**src/rtl/agr_pkg.sv**
```systemverilog
// ----------------------------------------------------------------------------
// agr_pkg
// Shared types, constants and gain table for the auto-ranging gain control.
// ----------------------------------------------------------------------------
package agr_pkg;

  localparam int SAMPLE_W        = 16;   // width of sample, threshold, measurement fields
  localparam int SAMPLE_BITS_DEF = 16;   // default significant sample bits
  localparam int GAIN_W          = 4;
  localparam int SETTLE_W        = 4;
  localparam int CFG_IDX_W       = 1;

  localparam logic [GAIN_W-1:0]   POS_RESET    = 4'd8;   // gain code one
  localparam logic [GAIN_W-1:0]   POS_TOP      = 4'd15;
  localparam logic [GAIN_W-1:0]   POS_NEAR_TOP = 4'd14;
  localparam logic [GAIN_W-1:0]   POS_MID_TOP  = 4'd13;
  localparam logic [GAIN_W-1:0]   POS_FLOOR    = 4'd1;
  localparam logic [SETTLE_W-1:0] SETTLE_LONG  = 4'd10;
  localparam logic [SETTLE_W-1:0] SETTLE_SHORT = 4'd5;

  localparam logic [CFG_IDX_W-1:0] CFG_HIGH_THR = 1'd0;
  localparam logic [CFG_IDX_W-1:0] CFG_LOW_THR  = 1'd1;

  localparam logic MODE_BEGIN  = 1'b0;
  localparam logic MODE_SAMPLE = 1'b1;

  typedef enum logic [1:0] {
    PH_IDLE    = 2'd0,
    PH_RANGING = 2'd1,
    PH_MEASURE = 2'd2
  } agr_phase_t;

  typedef struct packed {
    logic                mode;
    logic [GAIN_W-1:0]   requested_gain;
    logic                auto_enable;
    logic [SAMPLE_W-1:0] adc_sample;
  } agr_in_t;

  typedef struct packed {
    logic [GAIN_W-1:0]   gain_code;
    logic                gain_update;
    logic                measurement_valid;
    logic [SAMPLE_W-1:0] measurement;
    logic                extrapolate_flag;
    logic [SETTLE_W-1:0] settle_count;
    logic                ranging_busy;
  } agr_out_t;

  typedef struct packed {
    agr_phase_t          phase;
    logic [GAIN_W-1:0]   position;
    logic [GAIN_W-1:0]   earlier_position;
    logic                changed_mark;
    logic                extrapolate_mark;
    logic [SETTLE_W-1:0] settle_value;
  } agr_state_t;

  // Position to preamp gain code.
  function automatic logic [GAIN_W-1:0] code_of_pos(input logic [GAIN_W-1:0] pos);
    logic [GAIN_W-1:0] code;
    case (pos)
      4'd0:    code = 4'd0;
      4'd1:    code = 4'd15;
      4'd2:    code = 4'd7;
      4'd3:    code = 4'd11;
      4'd4:    code = 4'd3;
      4'd5:    code = 4'd13;
      4'd6:    code = 4'd5;
      4'd7:    code = 4'd9;
      4'd8:    code = 4'd1;
      4'd9:    code = 4'd14;
      4'd10:   code = 4'd6;
      4'd11:   code = 4'd10;
      4'd12:   code = 4'd2;
      4'd13:   code = 4'd12;
      4'd14:   code = 4'd4;
      default: code = 4'd8;
    endcase
    return code;
  endfunction

  // Gain code to position (inverse of the table above).
  function automatic logic [GAIN_W-1:0] pos_of_code(input logic [GAIN_W-1:0] code);
    logic [GAIN_W-1:0] pos;
    case (code)
      4'd0:    pos = 4'd0;
      4'd15:   pos = 4'd1;
      4'd7:    pos = 4'd2;
      4'd11:   pos = 4'd3;
      4'd3:    pos = 4'd4;
      4'd13:   pos = 4'd5;
      4'd5:    pos = 4'd6;
      4'd9:    pos = 4'd7;
      4'd1:    pos = 4'd8;
      4'd14:   pos = 4'd9;
      4'd6:    pos = 4'd10;
      4'd10:   pos = 4'd11;
      4'd2:    pos = 4'd12;
      4'd12:   pos = 4'd13;
      4'd4:    pos = 4'd14;
      default: pos = 4'd15;
    endcase
    return pos;
  endfunction

endpackage

```
**src/rtl/agr_cfg.sv**
```systemverilog
// ----------------------------------------------------------------------------
// agr_cfg
// Threshold registers, written through the configuration channel.
// ----------------------------------------------------------------------------
module agr_cfg
  import agr_pkg::*;
#(
  parameter int SAMPLE_BITS = SAMPLE_BITS_DEF
) (
  input  logic                 clk,
  input  logic                 rst_n,
  input  logic                 wr_en,
  input  logic [CFG_IDX_W-1:0] wr_index,
  input  logic [SAMPLE_W-1:0]  wr_data,
  output logic [((SAMPLE_BITS < SAMPLE_W) ? SAMPLE_BITS : SAMPLE_W)-1:0] high_thr,
  output logic [((SAMPLE_BITS < SAMPLE_W) ? SAMPLE_BITS : SAMPLE_W)-1:0] low_thr
);

  localparam int EFF_BITS = (SAMPLE_BITS < SAMPLE_W) ? SAMPLE_BITS : SAMPLE_W;

  logic [EFF_BITS-1:0] high_thr_r;
  logic [EFF_BITS-1:0] low_thr_r;

  always_ff @(posedge clk) begin
    if (!rst_n) begin
      high_thr_r <= '1;
      low_thr_r  <= '0;
    end else if (wr_en) begin
      case (wr_index)
        CFG_HIGH_THR: high_thr_r <= wr_data[EFF_BITS-1:0];
        CFG_LOW_THR:  low_thr_r  <= wr_data[EFF_BITS-1:0];
        default:      ;
      endcase
    end
  end

  assign high_thr = high_thr_r;
  assign low_thr  = low_thr_r;

endmodule

```
**src/rtl/agr_step.sv**
```systemverilog
// ----------------------------------------------------------------------------
// agr_step
// Next ranging state and result for one transaction.
// ----------------------------------------------------------------------------
module agr_step
  import agr_pkg::*;
#(
  parameter int SAMPLE_BITS = SAMPLE_BITS_DEF
) (
  input  agr_state_t st,
  input  agr_in_t    item,
  input  logic [((SAMPLE_BITS < SAMPLE_W) ? SAMPLE_BITS : SAMPLE_W)-1:0] high_thr,
  input  logic [((SAMPLE_BITS < SAMPLE_W) ? SAMPLE_BITS : SAMPLE_W)-1:0] low_thr,
  output agr_state_t st_nxt,
  output agr_out_t   res
);

  localparam int EFF_BITS = (SAMPLE_BITS < SAMPLE_W) ? SAMPLE_BITS : SAMPLE_W;

  logic [EFF_BITS-1:0] sample;
  logic                step_down;
  logic                step_up;
  logic                meas_valid;

  assign sample    = item.adc_sample[EFF_BITS-1:0];
  assign step_down = (sample >= high_thr) && (st.position > POS_FLOOR);
  assign step_up   = (sample <= low_thr) && (st.position < POS_TOP);

  always_comb begin
    st_nxt     = st;
    meas_valid = 1'b0;
    if (item.mode == MODE_BEGIN) begin
      // abandon anything in flight and start afresh
      st_nxt.changed_mark     = 1'b0;
      st_nxt.earlier_position = '0;
      if (item.auto_enable) begin
        st_nxt.phase = PH_RANGING;
      end else begin
        st_nxt.position = pos_of_code(item.requested_gain);
        st_nxt.phase    = PH_MEASURE;
      end
    end else begin
      case (st.phase)
        PH_RANGING: begin
          if (step_down) begin
            st_nxt.changed_mark     = 1'b1;
            st_nxt.earlier_position = st.position;
            st_nxt.position         = st.position - 4'd1;
          end else if (step_up) begin
            st_nxt.changed_mark = 1'b1;
            st_nxt.position     = st.position + 4'd1;
          end else begin
            st_nxt.phase = PH_MEASURE;
          end
        end
        PH_MEASURE: begin
          meas_valid = 1'b1;
          if (st.changed_mark) begin
            if (st.position == POS_TOP || st.earlier_position == POS_TOP) begin
              st_nxt.settle_value     = SETTLE_LONG;
              st_nxt.extrapolate_mark = 1'b1;
            end else if (st.position == POS_NEAR_TOP || st.position == POS_MID_TOP) begin
              st_nxt.settle_value     = SETTLE_SHORT;
              st_nxt.extrapolate_mark = 1'b1;
            end
            st_nxt.changed_mark = 1'b0;
          end
          st_nxt.phase = PH_IDLE;
        end
        default: ;  // sample while idle: drop it
      endcase
    end
  end

  always_comb begin
    res.gain_code         = code_of_pos(st_nxt.position);
    // table is a permutation, so a code change is a position change
    res.gain_update       = (st_nxt.position != st.position);
    res.measurement_valid = meas_valid;
    res.measurement       = meas_valid ? SAMPLE_W'(sample) : '0;
    res.extrapolate_flag  = st_nxt.extrapolate_mark;
    res.settle_count      = st_nxt.settle_value;
    res.ranging_busy      = (st_nxt.phase == PH_RANGING);
  end

endmodule

```
**src/rtl/photometer_auto_gain_ranging.sv**
```systemverilog
// An accepted transaction waits in the input register; its result is then held in the output register.
// Throughput: 1 transaction per cycle; the input register and the output register
//   form a two-entry pipeline, so a waiting result stalls the input only once the
//   input register is full as well.
// Reset (rst_n low, synchronous): pipeline empty, phase idle, position 8 (gain code 1),
//   marks and settle count cleared, high threshold all ones, low threshold zero.
// ----------------------------------------------------------------------------
// photometer_auto_gain_ranging
// Auto-ranging preamp gain control with settle and extrapolation bookkeeping.
// ----------------------------------------------------------------------------
module photometer_auto_gain_ranging
  import agr_pkg::*;
#(
  parameter int SAMPLE_BITS = SAMPLE_BITS_DEF
) (
  input  logic                 clk,
  input  logic                 rst_n,
  input  logic                 in_valid,
  output logic                 in_stall,
  input  agr_in_t              in_data,
  output logic                 out_valid,
  input  logic                 out_stall,
  output agr_out_t             out_data,
  input  logic                 cfg_valid,
  output logic                 cfg_ready,
  input  logic [CFG_IDX_W-1:0] cfg_index,
  input  logic [SAMPLE_W-1:0]  cfg_data
);

  localparam int EFF_BITS = (SAMPLE_BITS < SAMPLE_W) ? SAMPLE_BITS : SAMPLE_W;

  logic [EFF_BITS-1:0] high_thr;
  logic [EFF_BITS-1:0] low_thr;

  logic       s1_valid_r;
  agr_in_t    s1_data_r;
  logic       out_valid_r;
  agr_out_t   out_data_r;
  agr_state_t st_r;
  agr_state_t st_nxt;
  agr_out_t   res;
  logic       out_free;
  logic       advance;
  logic       in_take;

  assign cfg_ready = 1'b1;

  agr_cfg #(
    .SAMPLE_BITS(SAMPLE_BITS)
  ) u_cfg (
    .clk      (clk),
    .rst_n    (rst_n),
    .wr_en    (cfg_valid & cfg_ready),
    .wr_index (cfg_index),
    .wr_data  (cfg_data),
    .high_thr (high_thr),
    .low_thr  (low_thr)
  );

  agr_step #(
    .SAMPLE_BITS(SAMPLE_BITS)
  ) u_step (
    .st       (st_r),
    .item     (s1_data_r),
    .high_thr (high_thr),
    .low_thr  (low_thr),
    .st_nxt   (st_nxt),
    .res      (res)
  );

  assign out_free = !out_valid_r || !out_stall;
  assign advance  = s1_valid_r && out_free;
  assign in_stall = s1_valid_r && !out_free;
  assign in_take  = in_valid && !in_stall;

  // input register
  always_ff @(posedge clk) begin
    if (!rst_n) begin
      s1_valid_r <= 1'b0;
    end else if (in_take) begin
      s1_valid_r <= 1'b1;
    end else if (advance) begin
      s1_valid_r <= 1'b0;
    end
  end

  always_ff @(posedge clk) begin
    if (in_take) begin
      s1_data_r <= in_data;
    end
  end

  // ranging state, updated as each transaction leaves the input register
  always_ff @(posedge clk) begin
    if (!rst_n) begin
      st_r.phase            <= PH_IDLE;
      st_r.position         <= POS_RESET;
      st_r.earlier_position <= '0;
      st_r.changed_mark     <= 1'b0;
      st_r.extrapolate_mark <= 1'b0;
      st_r.settle_value     <= '0;
    end else if (advance) begin
      st_r <= st_nxt;
    end
  end

  // result register
  always_ff @(posedge clk) begin
    if (!rst_n) begin
      out_valid_r <= 1'b0;
    end else if (out_free) begin
      out_valid_r <= s1_valid_r;
    end
  end

  always_ff @(posedge clk) begin
    if (advance) begin
      out_data_r <= res;
    end
  end

  assign out_valid = out_valid_r;
  assign out_data  = out_data_r;

  a_advance_delivers: assert property (@(posedge clk) disable iff (!rst_n)
    advance |=> out_valid_r)
    else $error("transaction left input register but no result is held");

  a_extrapolate_sticky: assert property (@(posedge clk) disable iff (!rst_n)
    st_r.extrapolate_mark |=> st_r.extrapolate_mark)
    else $error("extrapolate mark cleared without reset");

  a_settle_legal: assert property (@(posedge clk) disable iff (!rst_n)
    st_r.settle_value == '0 || st_r.settle_value == SETTLE_SHORT ||
    st_r.settle_value == SETTLE_LONG)
    else $error("settle value outside its legal set");

  a_meas_not_busy: assert property (@(posedge clk) disable iff (!rst_n)
    (out_valid_r && out_data_r.measurement_valid) |-> !out_data_r.ranging_busy)
    else $error("measurement reported while ranging");

endmodule
```
**config.mk**
```make
export PLATFORM = sky130hd
export DESIGN_NAME = photometer_auto_gain_ranging
export DESIGN_NICKNAME = d
export VERILOG_FILES = /design/src/rtl/agr_pkg.sv /design/src/rtl/agr_cfg.sv /design/src/rtl/agr_step.sv /design/src/rtl/photometer_auto_gain_ranging.sv
export SDC_FILE = /design/constraint.sdc
export NUM_CORES = 1
export LEC_CHECK = 0
export BUFFER_PORTS_ARGS = -buffer_cell sky130_fd_sc_hd__buf_2
export CAP_MARGIN = 20
export CORE_ASPECT_RATIO = 1.1
export CORE_MARGIN = 2
export CORE_UTILIZATION = 35
export DETAILED_ROUTE_END_ITERATION = 16
export SYNTH_ARGS = -nofsm -noshare
export SYNTH_HDL_FRONTEND = slang
export SYNTH_SLANG_ARGS = --single-unit
```
**constraint.sdc**
```tcl
create_clock -name clk -period 3.6 [get_ports clk]
set_clock_uncertainty 0.05 [all_clocks]
set_input_delay 0.54 -clock clk [delete_from_list [all_inputs] [get_ports clk]]
set_output_delay 0.54 -clock clk [all_outputs]
set_load 0.01 [all_outputs]
```
==> impl_metrics.env <==
export IMPL_synth_cell_type_count=65
export IMPL_cp_num_buf_inv=0
export IMPL_crit_start="s1_data_r[15]"
export IMPL_drc=0
export IMPL_synth_edf_count=50
export IMPL_vias_per_cell=4.98
export IMPL_synth_nets=576
export IMPL_wire_per_inst_microns=15.2
export IMPL_async_flop_share_pct=0
export IMPL_pwr_share_seq_pct=51.8
export IMPL_critPathSlowestCell="o41a_1"
export IMPL_rows=45
export IMPL_rsz0062_at_grt="false"
export IMPL_power_switching_share_pct=25.2
export IMPL_worst_pin_slew_ns=0.926
export IMPL_die_w_microns=118
export IMPL_grt_ovfl_total=0
export IMPL_grt_pass1_vias=3776
export IMPL_crit_top_cell="ha_1"
export IMPL_drt_iter0_markers=371
export IMPL_crit_path_end="out_data[24]"
export IMPL_clockPowerShare_pct=34.2
export IMPL_insertion_delay_ns=0.35
export IMPL_antenna_found_initial=0
export IMPL_worstReg2RegStart="s1_data_r[15]"
export IMPL_final_layout_size_suffix_gt1_share_pct=19.6
export IMPL_cts_hold_fix_buffers=0
export IMPL_syn_area_sq_um=5010
export IMPL_cellPowerDensity_nw_per_um2=444
export IMPL_hp_class="in2reg"
export IMPL_io_pins=75
export IMPL_core_sq_um=13900
export IMPL_ys_warn_count=0
export IMPL_numCtsBuffers=9
export IMPL_worstSetupStartpointType="register"
export IMPL_share_comb_of_total_power_pct=13.9
export IMPL_outcome="finished, final reports clean"
export IMPL_clock_fmax_ghz=0.294
export IMPL_crit_path_end_kind="register"
export IMPL_cts_sinks=104
export IMPL_avgSynthCellArea_sq_um=10.2
export IMPL_fin_crit_sh_pct=94.3
export IMPL_slowest_delay_ns=0.47
export IMPL_die_height_microns=129
export IMPL_drt_total_wl_microns=11500
export IMPL_hp_start="in_data[13]"
export IMPL_setup_slack_ns=0.204
export IMPL_pre_cts_ws_ns=0.243
export IMPL_ant_nets=0
export IMPL_ff_latch_area_sq_um=2580
export IMPL_critPathMaxFanout=6
export IMPL_gr_usage_all_layers_pct=16.1
export IMPL_ys_seq_area_share_pct=51.6
export IMPL_rrSetupSlack_ns=0.20
export IMPL_power_switching_w=0.000656
export IMPL_io_buffers=73
export IMPL_fin_tns_setup_ns=0
export IMPL_synth_seq_cells=104
export IMPL_crit_chain="ha_1, nand4_2, or3_4, o41a_1, a21boi_2, nor3_1, o31ai_4, nand2_2, ha_1, a2bb2oi_1, a41oi_2"
export IMPL_p_int_w=0.00194
export IMPL_cts_tree="done"
export IMPL_p_leak_nw=2.51
export IMPL_cts_root_buf="clkbuf_16"
export IMPL_dieArea_sq_um=15300
export IMPL_nFillCells=1381
export IMPL_vdd_drop_max_uv=262
export IMPL_arrival_ns=3.43
export IMPL_crit_type="reg2reg"
export IMPL_synth_top_cells_by_area="edfxtp_1, dfxtp_1, ha_1"
export IMPL_dr_pass1_iters=4
export IMPL_layout_area_overhead_vs_synth_pct=16.9
export IMPL_r2r_end="out_data[24]"
export IMPL_ys_flop_type="dfxtp_1"
export IMPL_clkTransAtPathRegs_ns=0.07
export IMPL_multi_input_area_sq_um=2170
export IMPL_required_ns=3.63
export IMPL_cpLargestDelayFamily="compound AO/OA/AOI/OAI gates"
export IMPL_htree_levels=3
export IMPL_synth_largest_area_cell="edfxtp_1"
export IMPL_grt_max_degree=32
export IMPL_crit_cells=11
export IMPL_maxCapViolCount=0
export IMPL_ff2ff_path_depth=11
export IMPL_cts_resized=0
export IMPL_cts_setup_buffers=0
export IMPL_dpl_hpwl_microns=8440
export IMPL_start_util_pct=36.0
export IMPL_diodes=0
export IMPL_final_common_cell="nand2_1"
export IMPL_slew_limit_headroom_pct=38.2
export IMPL_maxSlewViolCount=0
export IMPL_mostFrequentLayoutCells="nand2_1, buf_2, dfxtp_1, edfxtp_1, inv_1"
export IMPL_dr_total_vias=3757
export IMPL_fin_crit_ns=3.40
export IMPL_utilization_pct=42.1
export IMPL_grt_pass1_wl_microns=19100
export IMPL_cts_max_path_buffers=2
export IMPL_netlist_instances=493
export IMPL_hold_viol=0
export IMPL_setup_viol=0
export IMPL_final_nets=645
export IMPL_synth_top_cell_area_share_pct=30.0
export IMPL_place_congestion=0.825
==> state kept, by name, summed over array words and instances (netlist names), named ones only <==
register and cells:
u_cfg.high_thr 16, s1_valid_r 1, u_cfg.low_thr 16, st_r 16
out_valid 1, s1_data_r 22, out_data 28
==> cell usage after synthesis (all sizes together) (3+ instances only) <==
cell    number
a21o         4
a21oi       39
a22oi        5
a31oi        3
and2         3
and3        18
buf          4
clkbuf      19
dfxtp       54
edfxtp      50
ha          39
inv         42
mux2i        5
nand2       76
nand2b       5
nand3        6
nand4        5
nor2        28
nor2b        3
nor3         8
o211ai      22
o21a         5
o21ai        7
o22a         4
or3          3
xor2         6
==> routing by layer <==
metal	GRT usage, %	part of all wire (%)	up-vias
li1	-	-	1883
met1	20.6	46	1772
met3	5.15	6.1	10
met2	26.4	47	92
met5	0	0	-
met4	4.61	1.2	0
==> through the flow <==
step	cell area, sq um	power [W]	hold WS, ns	instances
6_report	5850	0.00260	0.311	755
4_1_cts	5840	0.00263	0.294	754
3_3_place_gp	5580	0.00172	0.396	738
2_1_floorplan	5010	0.00161	0.386	493
3_5_place_dp	5580	0.00173	0.399	738
5_1_grt	5850	0.00274	0.298	755
==> power by group through the flow <==
stage / Sequential [W] / Clock (W) / Combinational (W)
floorplan: 0.00137 / 0 / 0.000241
global placement: 0.00137 / 0 / 0.000351
detailed placement: 0.00137 / 0 / 0.000361
CTS: 0.00135 / 0.000923 / 0.000363
global route: 0.00135 / 0.000976 / 0.000409
finish: 0.00135 / 0.000890 / 0.000362
==> how the worst min path moves through the flow <==
stage | endpoint | depth (start not counted)
2_1_floorplan | u_cfg.low_thr[10] | 2
4_1_cts | s1_data_r[13] | 1
5_1_grt | s1_data_r[15] | 1
3_5_place_dp | u_cfg.low_thr[7] | 2
6_report | s1_data_r[13] | 1
3_3_place_gp | u_cfg.low_thr[5] | 2
==> cell families (layout without fill, tap and decap cells) <==
group           after synthesis  in the layout  synth area share [%]
buf+inv                      66            140                  5.20
compound gates              109            109                  16.0
flops                       104            104                  51.6
other cells                   1              1                0.0749
mux                           5              5                  1.00
xor+xnor                      8              8                  1.40
simple gates                161            161                  15.0
fa+ha+maj                    39             39                  9.75
==> cell type report <==
cell class,instances,area share (%)
inverter,43,2.76
clock buffer,15,4.40
timing repair buffer,81,7.61
clock inverter,1,0.0641
sequential,104,44.1
tap,188,4.02
multi-input combinational,323,37.0
(Power assumes the default switching activity.)
